`config.mk`:
```
export PLATFORM = sky130hd
export DESIGN_NAME = priority_bitmap_ready_list_unit
export DESIGN_NICKNAME = d
export VERILOG_FILES = /design/src/design/pbrl_pkg.sv /design/src/design/priority_bitmap_ready_list_unit.sv /design/src/design/pbrl_ram.sv /design/src/design/pbrl_bitmap.sv
export SDC_FILE = /design/constraint.sdc
export NUM_CORES = 2
export LEC_CHECK = 0
export BUFFER_PORTS_ARGS = -buffer_cell sky130_fd_sc_hd__buf_2
export CORE_UTILIZATION = 50
export DETAILED_ROUTE_END_ITERATION = 10
export HOLD_SLACK_MARGIN = 0.15
export PLACE_DENSITY_LB_ADDON = 0.1
export SYNTH_ARGS = -nofsm -noshare
export SYNTH_HDL_FRONTEND = slang
export SYNTH_SLANG_ARGS = --single-unit
```
`constraint.sdc`:
```
create_clock -name clk -period 4.37 [get_ports clk]
set_clock_uncertainty 0.1 [all_clocks]
set_input_delay 0.437 -clock clk [delete_from_list [all_inputs] [get_ports clk]]
set_output_delay 0.437 -clock clk [all_outputs]
set_load 0.02 [all_outputs]
```
`src/design/pbrl_pkg.sv`:
```
package pbrl_pkg;

  // Defaults for the top-level parameters
  localparam int PBRL_NUM_PRIORITIES = 64;
  localparam int PBRL_HANDLE_BITS    = 32;

  // Fixed geometry of the two-level bitmap: up to eight groups of eight
  localparam int MAX_GROUPS = 8;
  localparam int GROUP_SIZE = 8;

  // Action codes; the unused code 3 behaves as a query
  localparam logic [1:0] ACT_ADD    = 2'd0;
  localparam logic [1:0] ACT_REMOVE = 2'd1;
  localparam logic [1:0] ACT_QUERY  = 2'd2;

  typedef logic [GROUP_SIZE-1:0] group_bits_t;

  // Update command into the bitmap; add and remove are already qualified
  typedef struct packed {
    logic       add;
    logic       remove;
    logic [2:0] row;
    logic [2:0] col;
  } bm_cmd_t;

  // Bitmap status back to the pipeline
  typedef struct packed {
    logic       hit;   // addressed slot is ready before the update
    logic [5:0] best;  // lowest ready priority, 0 when none
    logic       any;   // some priority is ready
  } bm_status_t;

  // Index of the lowest set bit; 0 for a zero byte
  function automatic logic [2:0] lowest_bit(input group_bits_t v);
    logic [2:0] idx;
    idx = 3'd0;
    for (int i = GROUP_SIZE - 1; i >= 0; i--) begin
      if (v[i]) begin
        idx = 3'(i);
      end
    end
    return idx;
  endfunction

endpackage

```
`src/design/priority_bitmap_ready_list_unit.sv`:
```
// Ready list for up to NUM_PRIORITIES task priorities (lower number is more
// urgent), kept as a two-level bitmap of eight-bit groups plus a group
// summary byte, with a HANDLE_BITS-wide task handle per priority slot held in
// a single-port-write, registered-read RAM. Each input item is an add (mark
// ready, store handle; an occupied slot is overwritten), a remove (return the
// stored handle, clear the ready bit and the group bit once the group empties)
// or a query (code 2, and also the unused code 3). A priority at or above
// NUM_PRIORITIES changes nothing. Every item yields exactly one result: the
// removed handle (0 unless a remove hit a ready slot), the lowest ready
// priority after the update (0 when nothing is ready) and an any-ready flag.
// The block takes one item per cycle while its output is not stalled; the
// RAM read registers at the accept edge and the output register loads once
// the read stage can advance, and the result is then offered.
// The ready bits double as the RAM's valid bits, so reset clears the whole
// list at once and no clearing pass is needed.
module priority_bitmap_ready_list_unit
  import pbrl_pkg::*;
#(
  parameter int NUM_PRIORITIES = PBRL_NUM_PRIORITIES,
  parameter int HANDLE_BITS    = PBRL_HANDLE_BITS
) (
  input  logic        clk,
  input  logic        rst_n,
  // in_tdata: [1:0] action, [7:2] priority_req, [39:8] task_handle
  input  logic        in_tvalid,
  output logic        in_tready,
  input  logic [39:0] in_tdata,
  // out_tdata: [31:0] removed_handle, [37:32] best_priority, [38] any_ready,
  //            [39] zero
  output logic        out_tvalid,
  input  logic        out_tready,
  output logic [39:0] out_tdata
);

  localparam int ADDR_BITS = $clog2(NUM_PRIORITIES);

  // Input item fields
  logic [1:0]  in_action;
  logic [5:0]  in_priority_req;
  logic [31:0] in_task_handle;

  logic in_accept;
  logic slot_valid;

  bm_cmd_t    bm_cmd;
  bm_status_t bm_status;

  logic [HANDLE_BITS-1:0] ram_rd_data;

  // Read stage: the item whose handle read is in flight
  logic s1_valid_r, s1_valid_nxt;
  logic s1_hit_r;
  logic s1_adv;

  // Output register
  logic        out_valid_r, out_valid_nxt;
  logic [31:0] out_removed_handle_r;
  logic [5:0]  out_best_priority_r;
  logic        out_any_ready_r;

  assign in_action       = in_tdata[1:0];
  assign in_priority_req = in_tdata[7:2];
  assign in_task_handle  = in_tdata[39:8];

  // Advance the read stage when the output register is free or being taken;
  // take a new item whenever the read stage empties in the same cycle.
  assign s1_adv    = s1_valid_r && (!out_valid_r || out_tready);
  assign in_tready = !s1_valid_r || s1_adv;
  assign in_accept = in_tvalid && in_tready;

  // Out-of-range priorities act as queries
  assign slot_valid = ({1'b0, in_priority_req} < 7'(NUM_PRIORITIES));

  // The bitmap updates at the accept edge; later items see it at once
  always_comb begin
    bm_cmd.add    = in_accept && slot_valid && (in_action == ACT_ADD);
    bm_cmd.remove = in_accept && slot_valid && (in_action == ACT_REMOVE);
    bm_cmd.row    = in_priority_req[5:3];
    bm_cmd.col    = in_priority_req[2:0];
  end

  pbrl_bitmap #(
    .NUM_PRIORITIES(NUM_PRIORITIES)
  ) u_bitmap (
    .clk   (clk),
    .rst_n (rst_n),
    .cmd   (bm_cmd),
    .status(bm_status)
  );

  // Handle store. A remove needs no write-back: the cleared ready bit marks
  // the entry empty, and an empty entry reads as the null handle.
  pbrl_ram #(
    .WIDTH(HANDLE_BITS),
    .DEPTH(NUM_PRIORITIES)
  ) u_handle_ram (
    .clk    (clk),
    .wr_en  (bm_cmd.add),
    .wr_addr(in_priority_req[ADDR_BITS-1:0]),
    .wr_data(HANDLE_BITS'(in_task_handle)),
    .rd_en  (in_accept),
    .rd_addr(in_priority_req[ADDR_BITS-1:0]),
    .rd_data(ram_rd_data)
  );

  always_comb begin
    s1_valid_nxt = s1_valid_r;
    if (in_accept) begin
      s1_valid_nxt = 1'b1;
    end else if (s1_adv) begin
      s1_valid_nxt = 1'b0;
    end

    out_valid_nxt = out_valid_r;
    if (s1_adv) begin
      out_valid_nxt = 1'b1;
    end else if (out_tready) begin
      out_valid_nxt = 1'b0;
    end
  end

  always_ff @(posedge clk) begin
    if (!rst_n) begin
      s1_valid_r  <= 1'b0;
      out_valid_r <= 1'b0;
    end else begin
      s1_valid_r  <= s1_valid_nxt;
      out_valid_r <= out_valid_nxt;
    end
  end

  // Hold whether this remove found its slot ready, i.e. the RAM data is live
  always_ff @(posedge clk) begin
    if (in_accept) begin
      s1_hit_r <= bm_cmd.remove && bm_status.hit;
    end
  end

  // Bitmap status seen here already includes the read-stage item's update
  // and nothing later, since no new item lands before this edge.
  always_ff @(posedge clk) begin
    if (s1_adv) begin
      out_removed_handle_r <= s1_hit_r ? 32'(ram_rd_data) : '0;
      out_best_priority_r  <= bm_status.best;
      out_any_ready_r      <= bm_status.any;
    end
  end

  assign out_tvalid = out_valid_r;
  assign out_tdata  = {1'b0, out_any_ready_r, out_best_priority_r, out_removed_handle_r};

endmodule

```
`src/design/pbrl_ram.sv`:
```
module pbrl_ram
  import pbrl_pkg::*;
#(
  parameter int WIDTH = PBRL_HANDLE_BITS,
  parameter int DEPTH = PBRL_NUM_PRIORITIES
) (
  input  logic                     clk,
  input  logic                     wr_en,
  input  logic [$clog2(DEPTH)-1:0] wr_addr,
  input  logic [WIDTH-1:0]         wr_data,
  input  logic                     rd_en,
  input  logic [$clog2(DEPTH)-1:0] rd_addr,
  output logic [WIDTH-1:0]         rd_data
);

  logic [WIDTH-1:0] mem [DEPTH];

  always_ff @(posedge clk) begin
    if (wr_en) begin
      mem[wr_addr] <= wr_data;
    end
  end

  // Registered read; hold the last data while no read is issued
  always_ff @(posedge clk) begin
    if (rd_en) begin
      rd_data <= mem[rd_addr];
    end
  end

endmodule

```
`src/design/pbrl_bitmap.sv`:
```
module pbrl_bitmap
  import pbrl_pkg::*;
#(
  parameter int NUM_PRIORITIES = PBRL_NUM_PRIORITIES
) (
  input  logic       clk,
  input  logic       rst_n,
  input  bm_cmd_t    cmd,
  output bm_status_t status
);

  localparam int NUM_GROUPS = (NUM_PRIORITIES + GROUP_SIZE - 1) / GROUP_SIZE;
  localparam logic [MAX_GROUPS-1:0] GROUP_MASK = MAX_GROUPS'((1 << NUM_GROUPS) - 1);

  group_bits_t [MAX_GROUPS-1:0] ready_r, ready_nxt;
  logic [MAX_GROUPS-1:0]        summary_r, summary_nxt;

  group_bits_t row_bits;
  group_bits_t row_new;
  group_bits_t col_onehot;
  logic [2:0]  grp;

  always_comb begin
    row_bits   = ready_r[cmd.row];
    col_onehot = group_bits_t'(1) << cmd.col;
    row_new    = row_bits;
    if (cmd.add) begin
      row_new = row_bits | col_onehot;
    end else if (cmd.remove) begin
      row_new = row_bits & ~col_onehot;
    end

    ready_nxt   = ready_r;
    summary_nxt = summary_r;
    if (cmd.add || cmd.remove) begin
      ready_nxt[cmd.row] = row_new;
    end
    if (cmd.add) begin
      summary_nxt[cmd.row] = 1'b1;
    end else if (cmd.remove && (row_new == '0)) begin
      summary_nxt[cmd.row] = 1'b0;
    end
  end

  always_ff @(posedge clk) begin
    if (!rst_n) begin
      ready_r   <= '0;
      summary_r <= '0;
    end else begin
      ready_r   <= ready_nxt;
      summary_r <= summary_nxt;
    end
  end

  // Two-level encode over the registered bitmap
  always_comb begin
    grp         = lowest_bit(summary_r & GROUP_MASK);
    status.hit  = row_bits[cmd.col];
    status.best = {grp, lowest_bit(ready_r[grp])};
    status.any  = |summary_r;
  end

endmodule

```
==> load_flow_metrics.sql <==
INSERT INTO impl_metrics (metric_group, metric, value, unit) VALUES
('status', 'status', 'completed', ''),
('setup_path', 'ff2ff_setup_slack', '1.13', 'ns'),
('synth', 'yosys-top-cells-area', 'sky130_fd_sc_hd__edfxtp_1, sky130_fd_sc_hd__mux4_2, sky130_fd_sc_hd__dfxtp_1', ''),
('synth', 'mappedNetlistNets', '3837', ''),
('floorplanning', 'die_width', '413.6', 'um'),
('timing', 'finalCriticalPeriod', '3.240', 'ns'),
('clocking', 'cts-root-buf', 'sky130_fd_sc_hd__clkbuf_16', ''),
('setup_path', 'critical_path.top_delay_family', 'simple AND/OR/NAND/NOR gates', ''),
('route', 'ant_nets', '0', ''),
('synth', 'seq_area_frac_synth', '76.90', '%'),
('final_layout', 'syn_to_final_growth', '14.47', '%'),
('placement', 'finalWeightedCongestion', '0.8486', ''),
('timing', 'timing.fmax', '308.6', 'MHz'),
('setup_path', 'cp_num_buf_inv', '3', ''),
('synth', 'synthDominantCellAreaShare', '75.15', '%'),
('setup_path', 'worst_ep_required_time', '4.81', 'ns'),
('route', 'route.detailed.drc', '0', ''),
('synth', 'yosys.cell_count.top_type', 'sky130_fd_sc_hd__edfxtp_1', ''),
('route', 'initialDrtViolationCount', '5313', ''),
('clocking', 'cts_buffer_count', '220', ''),
('floorplanning', 'num_rows', '150', ''),
('final_layout', 'post_layout_nonfiller_instances', '6569', ''),
('final_layout', 'drive_gt1_share', '30.89', '%'),
('synth', 'cell_taking_the_most_area_after_synthesis', 'sky130_fd_sc_hd__edfxtp_1', ''),
('global_route', 'gr_overflow_total', '0', ''),
('global_route', 'grt_start_max_net_pins', '75', ''),
('setup_path', 'worst-path-max-fanout', '12', ''),
('setup_path', 'crit_path_frequent_cell', 'sky130_fd_sc_hd__buf_4', ''),
('synth', 'syn-instance-count', '3793', ''),
('setup_path', 'critical_path_class', 'register to register', ''),
('timing', 'finalMaxSlewViolations', '0', ''),
('clocking', 'cts_setup_buffers', '0', ''),
('worst_hold_path', 'worst_hold_path.num_cells', '5', ''),
('timing', 'worstMarginPinSlew', '1.268', 'ns'),
('clocking', 'number_of_h_tree_branching_levels', '4', ''),
('timing', 'setup_viol', '0', ''),
('power', 'worst_ir_drop_vdd', '0.0004554', 'V'),
('synth', 'postSynth.topFlopCell', 'sky130_fd_sc_hd__edfxtp_1', ''),
('final_layout', 'postLayoutCellArea', '96970', 'sq um'),
('route', 'dr_total_vias', '41466', ''),
('synth', 'postSynthAreaPerCell', '22.33', 'sq um'),
('placement', 'placed_area', '89820', 'sq um'),
('placement', 'dp.cells', '6133', ''),
('placement', 'dp_slack', '0.6415', 'ns'),
('setup_path', 'critical-path-max-stage-delay', '0.62', 'ns'),
('worst_hold_path', 'worstHoldPathType', 'primary input to register', ''),
('synth', 'register_bit_count_reported_by_yosys', '2194', ''),
('floorplanning', 'die_y', '413.6', 'um'),
('floorplanning', 'pin_count', '86', ''),
('timing', 'finalSetupTns', '0', 'ns'),
('global_route', 'first_pass_grt_wire_length', '317900', 'um'),
('clocking', 'cts_buffer_depth', '3', ''),
('setup_path', 'worstPathCellList', 'nor2b_1 -> nand2_1 -> nand3b_1 -> buf_4 -> or3_1 -> buf_4 -> nor2_4 -> buf_12', ''),
('setup_path', 'setup.worst_path.start_class', 'register', ''),
('setup_path', 'worst_r2r_startpoint', 'out_tvalid', ''),
('timing', 'final_count_of_hold_timing_violations', '0', ''),
('placement', 'io_buffer_count', '84', ''),
('power', 'power.static_leakage', '30.52', 'nW'),
('synth', 'ys_async_sr_fraction', '0', '%'),
('clocking', 'tritoncts', 'yes', ''),
('synth', 'synth-edff-count', '2120', ''),
('global_route', 'overall_global_routing_usage', '26.92', '%'),
('synth', 'post_synth_most_frequent_cells', 'sky130_fd_sc_hd__edfxtp_1, sky130_fd_sc_hd__mux4_2, sky130_fd_sc_hd__nand2_1', ''),
('global_route', 'number_of_global_route_vias_before_repair', '41274', ''),
('clocking', 'number_of_clock_sinks', '2194', ''),
('clocking', 'worstSkewPairLatency', '0.85', 'ns'),
('worst_hold_path', 'min_from', 'in_tdata[5]', ''),
('global_route', 'grt_antenna_before_repair', '14', ''),
('clocking', 'clk_pin_slew_worst_paths', '0.06', 'ns'),
('setup_path', 'crit_path_top_delay_cell', 'sky130_fd_sc_hd__nor2_4', ''),
('floorplanning', 'floorplan.initialDensity', '50.54', '%');
power breakdown:
part           internal (mW)  total (mW)  leakage [nW]  switching [mW]
sequential              23.2        23.2          19.7          0.0628
clock                   10.3        18.2          3.40            7.93
combinational          0.827        2.15          7.42            1.33
sequential cells by signal, indices dropped and copies added, names as in the netlist, named ones only:
| signal | flops |
|---|---|
| s1_valid_r | 1 |
| u_bitmap.ready_r | 64 |
| out_any_ready_r | 1 |
| u_handle_ram.rd_data | 32 |
| out_best_priority_r | 6 |
| s1_hit_r | 1 |
| out_removed_handle_r | 32 |
| out_tvalid | 1 |
| u_handle_ram.mem | 2048 |
area by class of cell:
cell class	instances	area (sq um)
diodes	7	17.52
well taps	2204	2758
repair buffers	366	3128
inverters	3	11.26
clock buffers	261	5723
flip-flops and latches	2194	65140
fillers	12149	70630
clock inverters	150	1230
multi-input cells	1384	18960
routing by layer:
layer	global-route usage, %	vias up	share of wire, %	routed length [um]
met5	0	-	0.0084	19
met4	6.286	2	2.0	4552
met3	4.504	278	7.8	17720
met2	42.33	1760	48	108800
met1	39.82	22642	42	95480
li1	-	16784	-	-
stage by stage:
stage / power, mW / utilization (%) / hold WS (ns)
floorplan: 24.82 / - / 0.3489
global placement: 25.82 / 53.59 / 0.3669
detailed placement: 25.84 / 53.59 / 0.3796
CTS: 43.95 / 57.85 / 0.1820
global route: 44.80 / 57.85 / 0.2369
finish: 43.64 / 57.86 / 0.2306
logic make-up after synthesis:
logic type / after synthesis / synth area share [%]
buffers and inverters: 215 / 1.297
other: 1 / 0.004427
AOI/OAI and AO/OA: 231 / 1.923
muxes: 736 / 17.67
DFF: 2194 / 76.90
and+or+nand+nor: 416 / 2.208
placed cells by master, fill, tap and decap left out, types with 18 or more instances in the layout:
cell type / Yosys / routed
sky130_fd_sc_hd__clkbuf_16: 0 / 223
sky130_fd_sc_hd__nand3_1: 35 / 35
sky130_fd_sc_hd__mux4_2: 606 / 606
sky130_fd_sc_hd__buf_12: 0 / 40
sky130_fd_sc_hd__dfxtp_1: 74 / 74
sky130_fd_sc_hd__clkinv_2: 0 / 46
sky130_fd_sc_hd__nand2_1: 169 / 169
sky130_fd_sc_hd__clkbuf_1: 83 / 38
sky130_fd_sc_hd__edfxtp_1: 2120 / 2120
sky130_fd_sc_hd__a21boi_0: 64 / 64
sky130_fd_sc_hd__buf_2: 74 / 78
sky130_fd_sc_hd__o21ai_1: 19 / 19
sky130_fd_sc_hd__nor2_4: 0 / 64
sky130_fd_sc_hd__and2_1: 38 / 37
sky130_fd_sc_hd__dlygate4sd3_1: 0 / 18
sky130_fd_sc_hd__clkinv_1: 1 / 67
sky130_fd_sc_hd__o22ai_1: 34 / 34
sky130_fd_sc_hd__buf_4: 15 / 226
sky130_fd_sc_hd__nor2_1: 119 / 55
sky130_fd_sc_hd__a21oi_1: 26 / 26
sky130_fd_sc_hd__mux2i_1: 119 / 119
worst max-delay path by stage:
| stage | end | slack [ns] | from | cells past startpoint |
|---|---|---|---|---|
| 4_1_cts | u_handle_ram.mem[19][22] | 1.20 | out_tvalid | 8 |
| 3_5_place_dp | u_handle_ram.rd_data[23] | 0.64 | in_tdata[2] | 7 |
| 5_1_grt | u_handle_ram.mem[19][22] | 1.06 | out_tvalid | 8 |
| 6_report | u_handle_ram.mem[19][30] | 1.13 | out_tvalid | 8 |
| 2_1_floorplan | u_handle_ram.mem[51][0] | 0.66 | in_tdata[7] | 8 |
| 3_3_place_gp | u_handle_ram.rd_data[23] | 0.63 | in_tdata[2] | 7 |
what timing repair did:
item | 4_1_cts | 5_1_grt
setup endpoints to repair | 0 | 0
gates resized for setup | 0 | 0
hold buffers | 18 | 0
endpoints found under the hold margin | 372 | 0
worst min-delay path, delay by kind of cell:
| kind | cells | cell delay, ns |
|---|---|---|
| AOI/OAI and AO/OA | 1 | 0.07 |
| buffers and inverters | 2 | 0.37 |
| and+or+nand+nor | 2 | 0.26 |
(Power assumes the default switching activity.)
